**src/design/sha1_pkg.sv**
```systemverilog
package sha1_pkg;

	localparam logic [1:0] KIND_DATA = 2'd0;
	localparam logic [1:0] KIND_PART = 2'd1;
	localparam logic [1:0] KIND_FULL = 2'd2;

	typedef struct packed {
		logic [31:0] word;
		logic [2:0]  cnt;
		logic [1:0]  kind;
	} entry_t;

	localparam int Q_DEPTH = 4;
	localparam int Q_AW    = $clog2(Q_DEPTH);
	localparam int Q_CW    = $clog2(Q_DEPTH + 1);

	localparam logic [31:0] K0 = 32'h5A827999;
	localparam logic [31:0] K1 = 32'h6ED9EBA1;
	localparam logic [31:0] K2 = 32'h8F1BBCDC;
	localparam logic [31:0] K3 = 32'hCA62C1D6;

	localparam logic [31:0] H0 = 32'h67452301;
	localparam logic [31:0] H1 = 32'hEFCDAB89;
	localparam logic [31:0] H2 = 32'h98BADCFE;
	localparam logic [31:0] H3 = 32'h10325476;
	localparam logic [31:0] H4 = 32'hC3D2E1F0;

	localparam logic [31:0] PAD_MARK = 32'h80000000;

endpackage

```
**src/design/sha1_hash_engine.sv**
```systemverilog
// sha-1 engine: message words come in as big-endian beats on push/full, the
// last beat marked and carrying 0 to 4 valid bytes from the top; five digest
// beats (index 0 first) come out on empty/pop. a front stage cleans up the
// last word and queues it in a four-entry fifo; the core collects sixteen
// words, then runs one round per cycle. a block takes 16 word beats plus a
// compression (load, 80 rounds, chain add); the end of a message adds padding
// steps (marker, zero fill, length) and one or two compressions before the
// digest appears. the next message can be accepted while the digest is still
// being popped.
module sha1_hash_engine (
	input  logic        clk,
	input  logic        arst_n,
	input  logic        push,
	output logic        full,
	input  logic [31:0] data_word,
	input  logic [2:0]  byte_count,
	input  logic        last_word,
	output logic        empty,
	input  logic        pop,
	output logic [31:0] digest_word,
	output logic [2:0]  word_index,
	output logic        last_of_digest
);

	// front to queue
	sha1_pkg::entry_t fq_data;
	logic             fq_push;
	logic             fq_full;

	// queue to core
	sha1_pkg::entry_t qc_data;
	logic             qc_pop;
	logic             qc_empty;

	// word cleanup and padding marker
	sha1_front u_front (
		.push       (push),
		.full       (full),
		.data_word  (data_word),
		.byte_count (byte_count),
		.last_word  (last_word),
		.q_full     (fq_full),
		.q_push     (fq_push),
		.q_data     (fq_data)
	);

	// decouples input beats from compression
	sha1_fifo u_fifo (
		.clk    (clk),
		.arst_n (arst_n),
		.push   (fq_push),
		.din    (fq_data),
		.full   (fq_full),
		.pop    (qc_pop),
		.dout   (qc_data),
		.empty  (qc_empty)
	);

	// block buffer, padding sequencer, round engine, digest output
	sha1_core u_core (
		.clk            (clk),
		.arst_n         (arst_n),
		.q_empty        (qc_empty),
		.q_data         (qc_data),
		.q_pop          (qc_pop),
		.empty          (empty),
		.pop            (pop),
		.digest_word    (digest_word),
		.word_index     (word_index),
		.last_of_digest (last_of_digest)
	);

endmodule

```
**src/design/sha1_front.sv**
```systemverilog
module sha1_front (
	input  logic                push,
	output logic                full,
	input  logic [31:0]         data_word,
	input  logic [2:0]          byte_count,
	input  logic                last_word,
	input  logic                q_full,
	output logic                q_push,
	output sha1_pkg::entry_t    q_data
);

	logic [2:0]  cnt;
	logic [31:0] keep;

	assign full   = q_full;
	assign q_push = push && !q_full;

	always_comb begin
		// saturate the count of a last word, other words carry four bytes
		if (!last_word || byte_count > 3'd4) begin
			cnt = 3'd4;
		end else begin
			cnt = byte_count;
		end
		unique case (cnt)
			3'd0:    keep = 32'h00000000;
			3'd1:    keep = 32'hFF000000;
			3'd2:    keep = 32'hFFFF0000;
			3'd3:    keep = 32'hFFFFFF00;
			default: keep = 32'hFFFFFFFF;
		endcase
		q_data.cnt = cnt;
		if (!last_word) begin
			q_data.kind = sha1_pkg::KIND_DATA;
			q_data.word = data_word;
		end else if (cnt == 3'd4) begin
			q_data.kind = sha1_pkg::KIND_FULL;
			q_data.word = data_word;
		end else begin
			// marker byte goes to the first invalid byte
			q_data.kind = sha1_pkg::KIND_PART;
			q_data.word = (data_word & keep) | (sha1_pkg::PAD_MARK >> {cnt[1:0], 3'b000});
		end
	end

endmodule

```
**src/design/sha1_fifo.sv**
```systemverilog
module sha1_fifo (
	input  logic             clk,
	input  logic             arst_n,
	input  logic             push,
	input  sha1_pkg::entry_t din,
	output logic             full,
	input  logic             pop,
	output sha1_pkg::entry_t dout,
	output logic             empty
);

	sha1_pkg::entry_t              mem_q [sha1_pkg::Q_DEPTH];
	logic [sha1_pkg::Q_AW-1:0]     wr_q;
	logic [sha1_pkg::Q_AW-1:0]     rd_q;
	logic [sha1_pkg::Q_CW-1:0]     cnt_q;
	logic                          do_push;
	logic                          do_pop;

	assign full    = cnt_q == sha1_pkg::Q_CW'(sha1_pkg::Q_DEPTH);
	assign empty   = cnt_q == '0;
	assign do_push = push && !full;
	assign do_pop  = pop && !empty;
	assign dout    = mem_q[rd_q];

	always_ff @(posedge clk) begin
		if (do_push) begin
			mem_q[wr_q] <= din;
		end
	end

	always_ff @(posedge clk or negedge arst_n) begin
		if (!arst_n) begin
			wr_q  <= '0;
			rd_q  <= '0;
			cnt_q <= '0;
		end else begin
			if (do_push) begin
				wr_q <= wr_q + 1'b1;
			end
			if (do_pop) begin
				rd_q <= rd_q + 1'b1;
			end
			if (do_push && !do_pop) begin
				cnt_q <= cnt_q + 1'b1;
			end else if (do_pop && !do_push) begin
				cnt_q <= cnt_q - 1'b1;
			end
		end
	end

endmodule

```
**src/design/sha1_core.sv**
```systemverilog
module sha1_core (
	input  logic             clk,
	input  logic             arst_n,
	input  logic             q_empty,
	input  sha1_pkg::entry_t q_data,
	output logic             q_pop,
	output logic             empty,
	input  logic             pop,
	output logic [31:0]      digest_word,
	output logic [2:0]       word_index,
	output logic             last_of_digest
);

	localparam logic [3:0] ST_IDLE = 4'd0;
	localparam logic [3:0] ST_MARK = 4'd1;
	localparam logic [3:0] ST_PAD  = 4'd2;
	localparam logic [3:0] ST_CLR  = 4'd3;
	localparam logic [3:0] ST_LEN  = 4'd4;
	localparam logic [3:0] ST_OUT  = 4'd5;
	localparam logic [3:0] ST_LOAD = 4'd6;
	localparam logic [3:0] ST_RUN  = 4'd7;
	localparam logic [3:0] ST_FIN  = 4'd8;

	logic [3:0]  state_q;
	logic [3:0]  ret_q;
	logic [4:0]  idx_q;
	logic [60:0] msg_q;
	logic [6:0]  t_q;
	logic [31:0] chain_q [5];
	logic [31:0] buf_q   [16];
	logic [31:0] sched_q [16];
	logic [31:0] var_q   [5];
	logic [31:0] out_q   [5];
	logic [2:0]  pos_q;
	logic        ovalid_q;

	logic [31:0] f;
	logic [31:0] k;
	logic [31:0] tmp;
	logic [31:0] wnew;
	logic        take;

	assign take  = (state_q == ST_IDLE) && !q_empty;
	assign q_pop = take;

	assign empty          = !ovalid_q;
	assign digest_word    = out_q[pos_q];
	assign word_index     = pos_q;
	assign last_of_digest = pos_q == 3'd4;

	always_comb begin
		priority if (t_q < 7'd20) begin
			f = var_q[3] ^ (var_q[1] & (var_q[2] ^ var_q[3]));
			k = sha1_pkg::K0;
		end else if (t_q < 7'd40) begin
			f = var_q[1] ^ var_q[2] ^ var_q[3];
			k = sha1_pkg::K1;
		end else if (t_q < 7'd60) begin
			f = (var_q[1] & var_q[2]) | ((var_q[1] | var_q[2]) & var_q[3]);
			k = sha1_pkg::K2;
		end else begin
			f = var_q[1] ^ var_q[2] ^ var_q[3];
			k = sha1_pkg::K3;
		end
		tmp  = {var_q[0][26:0], var_q[0][31:27]} + f + var_q[4] + k + sched_q[0];
		wnew = sched_q[13] ^ sched_q[8] ^ sched_q[2] ^ sched_q[0];
		wnew = {wnew[30:0], wnew[31]};
	end

	// block buffer and working registers
	always_ff @(posedge clk) begin
		unique case (state_q)
			ST_IDLE: begin
				if (take) begin
					buf_q[idx_q[3:0]] <= q_data.word;
				end
			end
			ST_MARK: buf_q[idx_q[3:0]] <= sha1_pkg::PAD_MARK;
			ST_PAD: begin
				for (int i = 0; i < 16; i++) begin
					if (5'(i) >= idx_q) begin
						buf_q[i] <= '0;
					end
				end
			end
			ST_CLR: begin
				for (int i = 0; i < 16; i++) begin
					buf_q[i] <= '0;
				end
			end
			ST_LEN: begin
				buf_q[14] <= msg_q[60:29];
				buf_q[15] <= {msg_q[28:0], 3'b000};
			end
			ST_LOAD: begin
				for (int i = 0; i < 16; i++) begin
					sched_q[i] <= buf_q[i];
				end
				for (int i = 0; i < 5; i++) begin
					var_q[i] <= chain_q[i];
				end
			end
			ST_RUN: begin
				for (int i = 0; i < 15; i++) begin
					sched_q[i] <= sched_q[i+1];
				end
				sched_q[15] <= wnew;
				var_q[4] <= var_q[3];
				var_q[3] <= var_q[2];
				var_q[2] <= {var_q[1][1:0], var_q[1][31:2]};
				var_q[1] <= var_q[0];
				var_q[0] <= tmp;
			end
			ST_OUT: begin
				if (!ovalid_q) begin
					for (int i = 0; i < 5; i++) begin
						out_q[i] <= chain_q[i];
					end
				end
			end
			default: ;
		endcase
	end

	// control, chaining value and digest beat counter
	always_ff @(posedge clk or negedge arst_n) begin
		if (!arst_n) begin
			state_q    <= ST_IDLE;
			ret_q      <= ST_IDLE;
			idx_q      <= '0;
			msg_q      <= '0;
			t_q        <= '0;
			pos_q      <= '0;
			ovalid_q   <= 1'b0;
			chain_q[0] <= sha1_pkg::H0;
			chain_q[1] <= sha1_pkg::H1;
			chain_q[2] <= sha1_pkg::H2;
			chain_q[3] <= sha1_pkg::H3;
			chain_q[4] <= sha1_pkg::H4;
		end else begin
			if (ovalid_q && pop) begin
				if (pos_q == 3'd4) begin
					ovalid_q <= 1'b0;
				end
				pos_q <= pos_q + 3'd1;
			end
			unique case (state_q)
				ST_IDLE: begin
					if (take) begin
						msg_q <= msg_q + 61'(q_data.cnt);
						unique case (q_data.kind)
							sha1_pkg::KIND_PART: begin
								idx_q   <= idx_q + 5'd1;
								state_q <= ST_PAD;
							end
							sha1_pkg::KIND_FULL: begin
								if (idx_q == 5'd15) begin
									idx_q   <= '0;
									ret_q   <= ST_MARK;
									state_q <= ST_LOAD;
								end else begin
									idx_q   <= idx_q + 5'd1;
									state_q <= ST_MARK;
								end
							end
							default: begin
								if (idx_q == 5'd15) begin
									idx_q   <= '0;
									ret_q   <= ST_IDLE;
									state_q <= ST_LOAD;
								end else begin
									idx_q <= idx_q + 5'd1;
								end
							end
						endcase
					end
				end
				ST_MARK: begin
					idx_q   <= idx_q + 5'd1;
					state_q <= ST_PAD;
				end
				ST_PAD: begin
					// no room for the length, it goes in an extra block
					if (idx_q >= 5'd15) begin
						ret_q   <= ST_CLR;
						state_q <= ST_LOAD;
					end else begin
						state_q <= ST_LEN;
					end
				end
				ST_CLR: state_q <= ST_LEN;
				ST_LEN: begin
					ret_q   <= ST_OUT;
					state_q <= ST_LOAD;
				end
				ST_LOAD: begin
					t_q     <= '0;
					state_q <= ST_RUN;
				end
				ST_RUN: begin
					t_q <= t_q + 7'd1;
					if (t_q == 7'd79) begin
						state_q <= ST_FIN;
					end
				end
				ST_FIN: begin
					for (int i = 0; i < 5; i++) begin
						chain_q[i] <= chain_q[i] + var_q[i];
					end
					state_q <= ret_q;
				end
				ST_OUT: begin
					if (!ovalid_q) begin
						ovalid_q   <= 1'b1;
						pos_q      <= '0;
						idx_q      <= '0;
						msg_q      <= '0;
						chain_q[0] <= sha1_pkg::H0;
						chain_q[1] <= sha1_pkg::H1;
						chain_q[2] <= sha1_pkg::H2;
						chain_q[3] <= sha1_pkg::H3;
						chain_q[4] <= sha1_pkg::H4;
						state_q    <= ST_IDLE;
					end
				end
				default: state_q <= ST_IDLE;
			endcase
		end
	end

endmodule

```
**config.mk**
```make
export PLATFORM = sky130hd
export DESIGN_NAME = sha1_hash_engine
export DESIGN_NICKNAME = d
export VERILOG_FILES = /design/src/design/sha1_pkg.sv /design/src/design/sha1_hash_engine.sv /design/src/design/sha1_front.sv /design/src/design/sha1_fifo.sv /design/src/design/sha1_core.sv
export SDC_FILE = /design/constraint.sdc
export NUM_CORES = 2
export LEC_CHECK = 0
export BUFFER_PORTS_ARGS = -buffer_cell sky130_fd_sc_hd__buf_4
export CAP_MARGIN = 15
export CORE_ASPECT_RATIO = 0.7
export CORE_MARGIN = 10
export CORE_UTILIZATION = 45
export DETAILED_ROUTE_END_ITERATION = 6
export SYNTH_ARGS = -nofsm -noshare
export SYNTH_HDL_FRONTEND = slang
export SYNTH_SLANG_ARGS = --single-unit
```
**constraint.sdc**
```tcl
create_clock -name clk -period 29.2 [get_ports clk]
set_clock_uncertainty 0.2 [all_clocks]
set_input_delay 1.46 -clock clk [delete_from_list [all_inputs] [get_ports clk]]
set_output_delay 1.46 -clock clk [all_outputs]
set_load 0.005 [all_outputs]
```
==> impl_metrics.yaml <==
run_status:
  status: "finished with violations"
  violations: "design-rule violations"
cells_and_area:
  multi_input_area_um2: 33600
  drive_gt1_share_pct: 10.6
  utilization_pct: 50.1
  nets: 8273
  register_area_um2: 46700
  area_growth_syn_to_layout_pct: 10.4
  fillers: 16500
synthesis:
  netlist_top_cells_area: "edfxtp_1 38%, nand2_1 11%, dfxtp_1 11%, dfrtp_1 5.2%, a21oi_1 4.0%"
  synth_top_family_by_area: "simple AND/OR/NAND/NOR gates"
  yosysTopAreaCell: "edfxtp_1"
  synth_adder_area_share_pct: 6.17
  synth_compound_area_share_pct: 10.1
  syn_area_um2: 82800
  synth_ff_type: "edfxtp_1"
  async_flop_share_pct: 14.4
  seq_area_frac_synth_pct: 56.4
  synth_cell_type_count: 86
  synthMuxAreaShare_pct: 5.09
  synth_common_cells: "2421 x nand2_1, 1041 x edfxtp_1, 668 x a21oi_1, 451 x dfxtp_1, 405 x clkbuf_1"
  synth_nets: 8381
  synth.most_common_cell: "nand2_1"
  yosysTopAreaCellShare_pct: 37.8
  synth_edf_count: 1041
  ys_warn_count: 0
  ys_ff_latch: 1743
  synthSimpleGateAreaFrac_pct: 15.7
  syn_area_per_cell_um2: 10.3
  postSynthCellCount: 8004
  synth_xor_area_share_pct: 3.22
routing:
  first_pass_iters: 7
  route.detailed.drc: 2
  drt-total-wl_um: 251000
  viasPerCell: 5.71
  dr.first_iter.drc_count: 7021
  ant_nets: 0
  vias: 60000
  wl_per_cell_um: 23.9
flow_run:
  maxCapViolCount: 0
setup_path:
  slowest_stage: "a221oi_1"
  crit_arrival_ns: 7.85
  critPathMaxFanout: 24
  cp_cell_sequence: "a41oi_1 > nand2_1 > inv_1 > buf_4 > nor2_2 > buf_4 > a221oi_1 > fa_1 > fa_1 > inv_1 > ha_1 > fa_1 > a21o_1 > a21oi_1 > o21ai_1 > a211oi_1 > o21ai_1 > a211oi_2 > o21ai_0 > a21oi_1 > xnor2_1 > o21ai_1"
  slowest_delay_ns: 0.62
  critical_path_buf_inv_count: 4
  crit_family: "compound AO/OA/AOI/OAI gates"
  crit_path_end_kind: "register"
  start_kind: "register"
  crit_start: "u_core.t_q[4]"
  rr_startpoint: "u_core.t_q[4]"
  cp_data_required_time_ns: 29.53
  crit_type: "reg -> reg"
placed_design:
  preCtsSetupSlack_ns: 21.90
  io_buffer_count: 77
  hpwl_um: 168000
  gp_congestion: 0.908
die:
  coreArea_um2: 183000
  initial_utilization_pct: 45.3
  io_pins: 78
  die_x_um: 533
  dieArea_um2: 202000
  die_h_um: 379
  rows: 131
sta:
  fin_crit_sh_pct: 25.8
  final.setup.tns_ns: 0
  relSlewSlack_pct: 17.2
  max_freq_ghz: 0.133
  rsz0062_at_grt: "no"
  setup_viol: 0
  worst_pin_slew_ns: 1.24
  finalCriticalPeriod_ns: 7.52
  finalWorstSetupSlack_ns: 21.68
  final-hold-violation-count: 0
  slew_viol_final: 0
cts:
  hold_buffers: 0
  cts_max_level: 4
  clkTransAtPathRegs_ns: 0.07
  insertion_delay_ns: 0.82
  cts_setup_buffers: 0
  ctsResizeCount: 0
  cts_tree: "done"
  cts_num_sinks: 1743
  cts_root_buffer: "clkbuf_16"
  clock_path_buffers: 3
  numCtsBuffers: 171
global_route:
  grt_overflow: 0
  track_usage_pct: 24.2
  antenna_found_initial: 8
  grt_max_degree: 193
  grt_pass1_wl_um: 373000
  grt_pass1_vias: 56300
power:
  powerDensity_nw_per_um2: 127
  peakVddDrop_mv: 0.0934
  power.static_leakage_nw: 35.5
worst_hold_path:
  holdCritStartpoint: "u_core.buf_q[11][18]"
  min_path_type: "reg -> reg"
-- cell families (layout without fill, tap and decap cells) --
family	count (synthesis)	in the layout
other	0	1
muxes	310	310
AOI/OAI and AO/OA	1422	1422
buffers and inverters	728	770
and+or+nand+nor	3160	3160
xor gates and xnor gates	304	304
DFF	1743	1743
adders and majority gates	337	337
-- layer usage --
metal	up-vias	part of all wire, %	global-route usage [%]
met2	2508	41	33.4
li1	27300	-	-
met4	6	1.8	4.91
met3	292	9.7	5.20
met1	29900	48	38.6
met5	-	0.016	0
-- worst reg2reg max path, cell delays in order, from the launching register on --
cell	delay [ns]
dfrtp_1	0.49
a41oi_1	0.61
nand2_1	0.14
inv_1	0.08
buf_4	0.35
nor2_2	0.13
buf_4	0.26
a221oi_1	0.66
fa_1	0.56
fa_1	0.52
inv_1	0.04
ha_1	0.22
fa_1	0.42
a21o_1	0.20
a21oi_1	0.33
o21ai_1	0.23
a211oi_1	0.53
o21ai_1	0.28
a211oi_2	0.44
o21ai_0	0.17
a21oi_1	0.19
xnor2_1	0.13
o21ai_1	0.07
-- area by class of cell --
cell class	instances	area share (%)
antenna	1	0.00274
clock buffer	253	5.35
clock inverter	70	0.859
inverter	275	1.15
multi-input combinational	5533	36.7
sequential	1743	51.1
tap	2460	3.37
timing repair buffer	172	1.50
-- sequential cells by signal, indices dropped and copies added, names as in the netlist, 3 cells and up --
register / count
u_core.sched_q: 512
u_core.var_q: 160
u_core.buf_q: 512
u_core.idx_q: 5
u_fifo.mem_q: 148
u_core.word_index: 3
u_core.ret_q: 3
u_fifo.cnt_q: 3
u_core.msg_q: 61
u_core.out_q: 160
u_core.chain_q: 160
u_core.t_q: 7
u_core.state_q: 4
-- cells in the final DEF, fill, tap and decap left out, drive strengths merged, types with 17 or more instances in the layout --
cell	count
a22o	60
a221o	17
nand2	2422
mux2i	45
edfxtp	1041
nor2	257
clkinv	46
a21oi	668
xnor2	197
and3	22
buf	172
o21ai	354
inv	282
nand4	27
dfstp	80
and2	67
dfrtp	171
a31oi	22
nand2b	38
ha	218
nor3	77
mux4	69
o31ai	21
fa	119
o21a	34
a211oi	37
nand3	126
mux2	196
a21o	87
dfxtp	451
clkbuf	253
xor2	107
or3	26
nor2b	40
-- path summary, 6_finish.rpt --
check | cells after the start | slack, ns | end
max | 22 | 21.68 | u_core.var_q[0][31]
min | 2 | 0.25 | u_core.buf_q[11][18]
max reg2reg | 22 | 21.68 | u_core.var_q[0][31]
min reg2reg | 2 | 0.25 | u_core.buf_q[11][18]
max in group asynchronous | 3 | 25.95 | u_core.chain_q[130]
min in group asynchronous | 1 | 0.45 | u_core.chain_q[94]
-- metrics by stage --
step           power (W)  instance area, µm²  instances  hold WS, ns
6_report          0.0117               91400      10500        0.251
5_1_grt           0.0124               91400      10500        0.268
4_1_cts           0.0116               91400      10500        0.251
3_5_place_dp     0.00934               85700      10200        0.243
3_3_place_gp     0.00928               85700      10200        0.237
2_1_floorplan    0.00785               82800       8004        0.233
-- power by group --
group | total, W | internal [W] | switching [W] | leakage [nW]
Sequential | 0.00423 | 0.00372 | 0.000508 | 16.5
Clock | 0.00228 | 0.00128 | 0.000998 | 2.77
Combinational | 0.00515 | 0.00189 | 0.00326 | 16.3
Total | 0.0117 | 0.00689 | 0.00477 | 35.5
(Power assumes the default switching activity.)
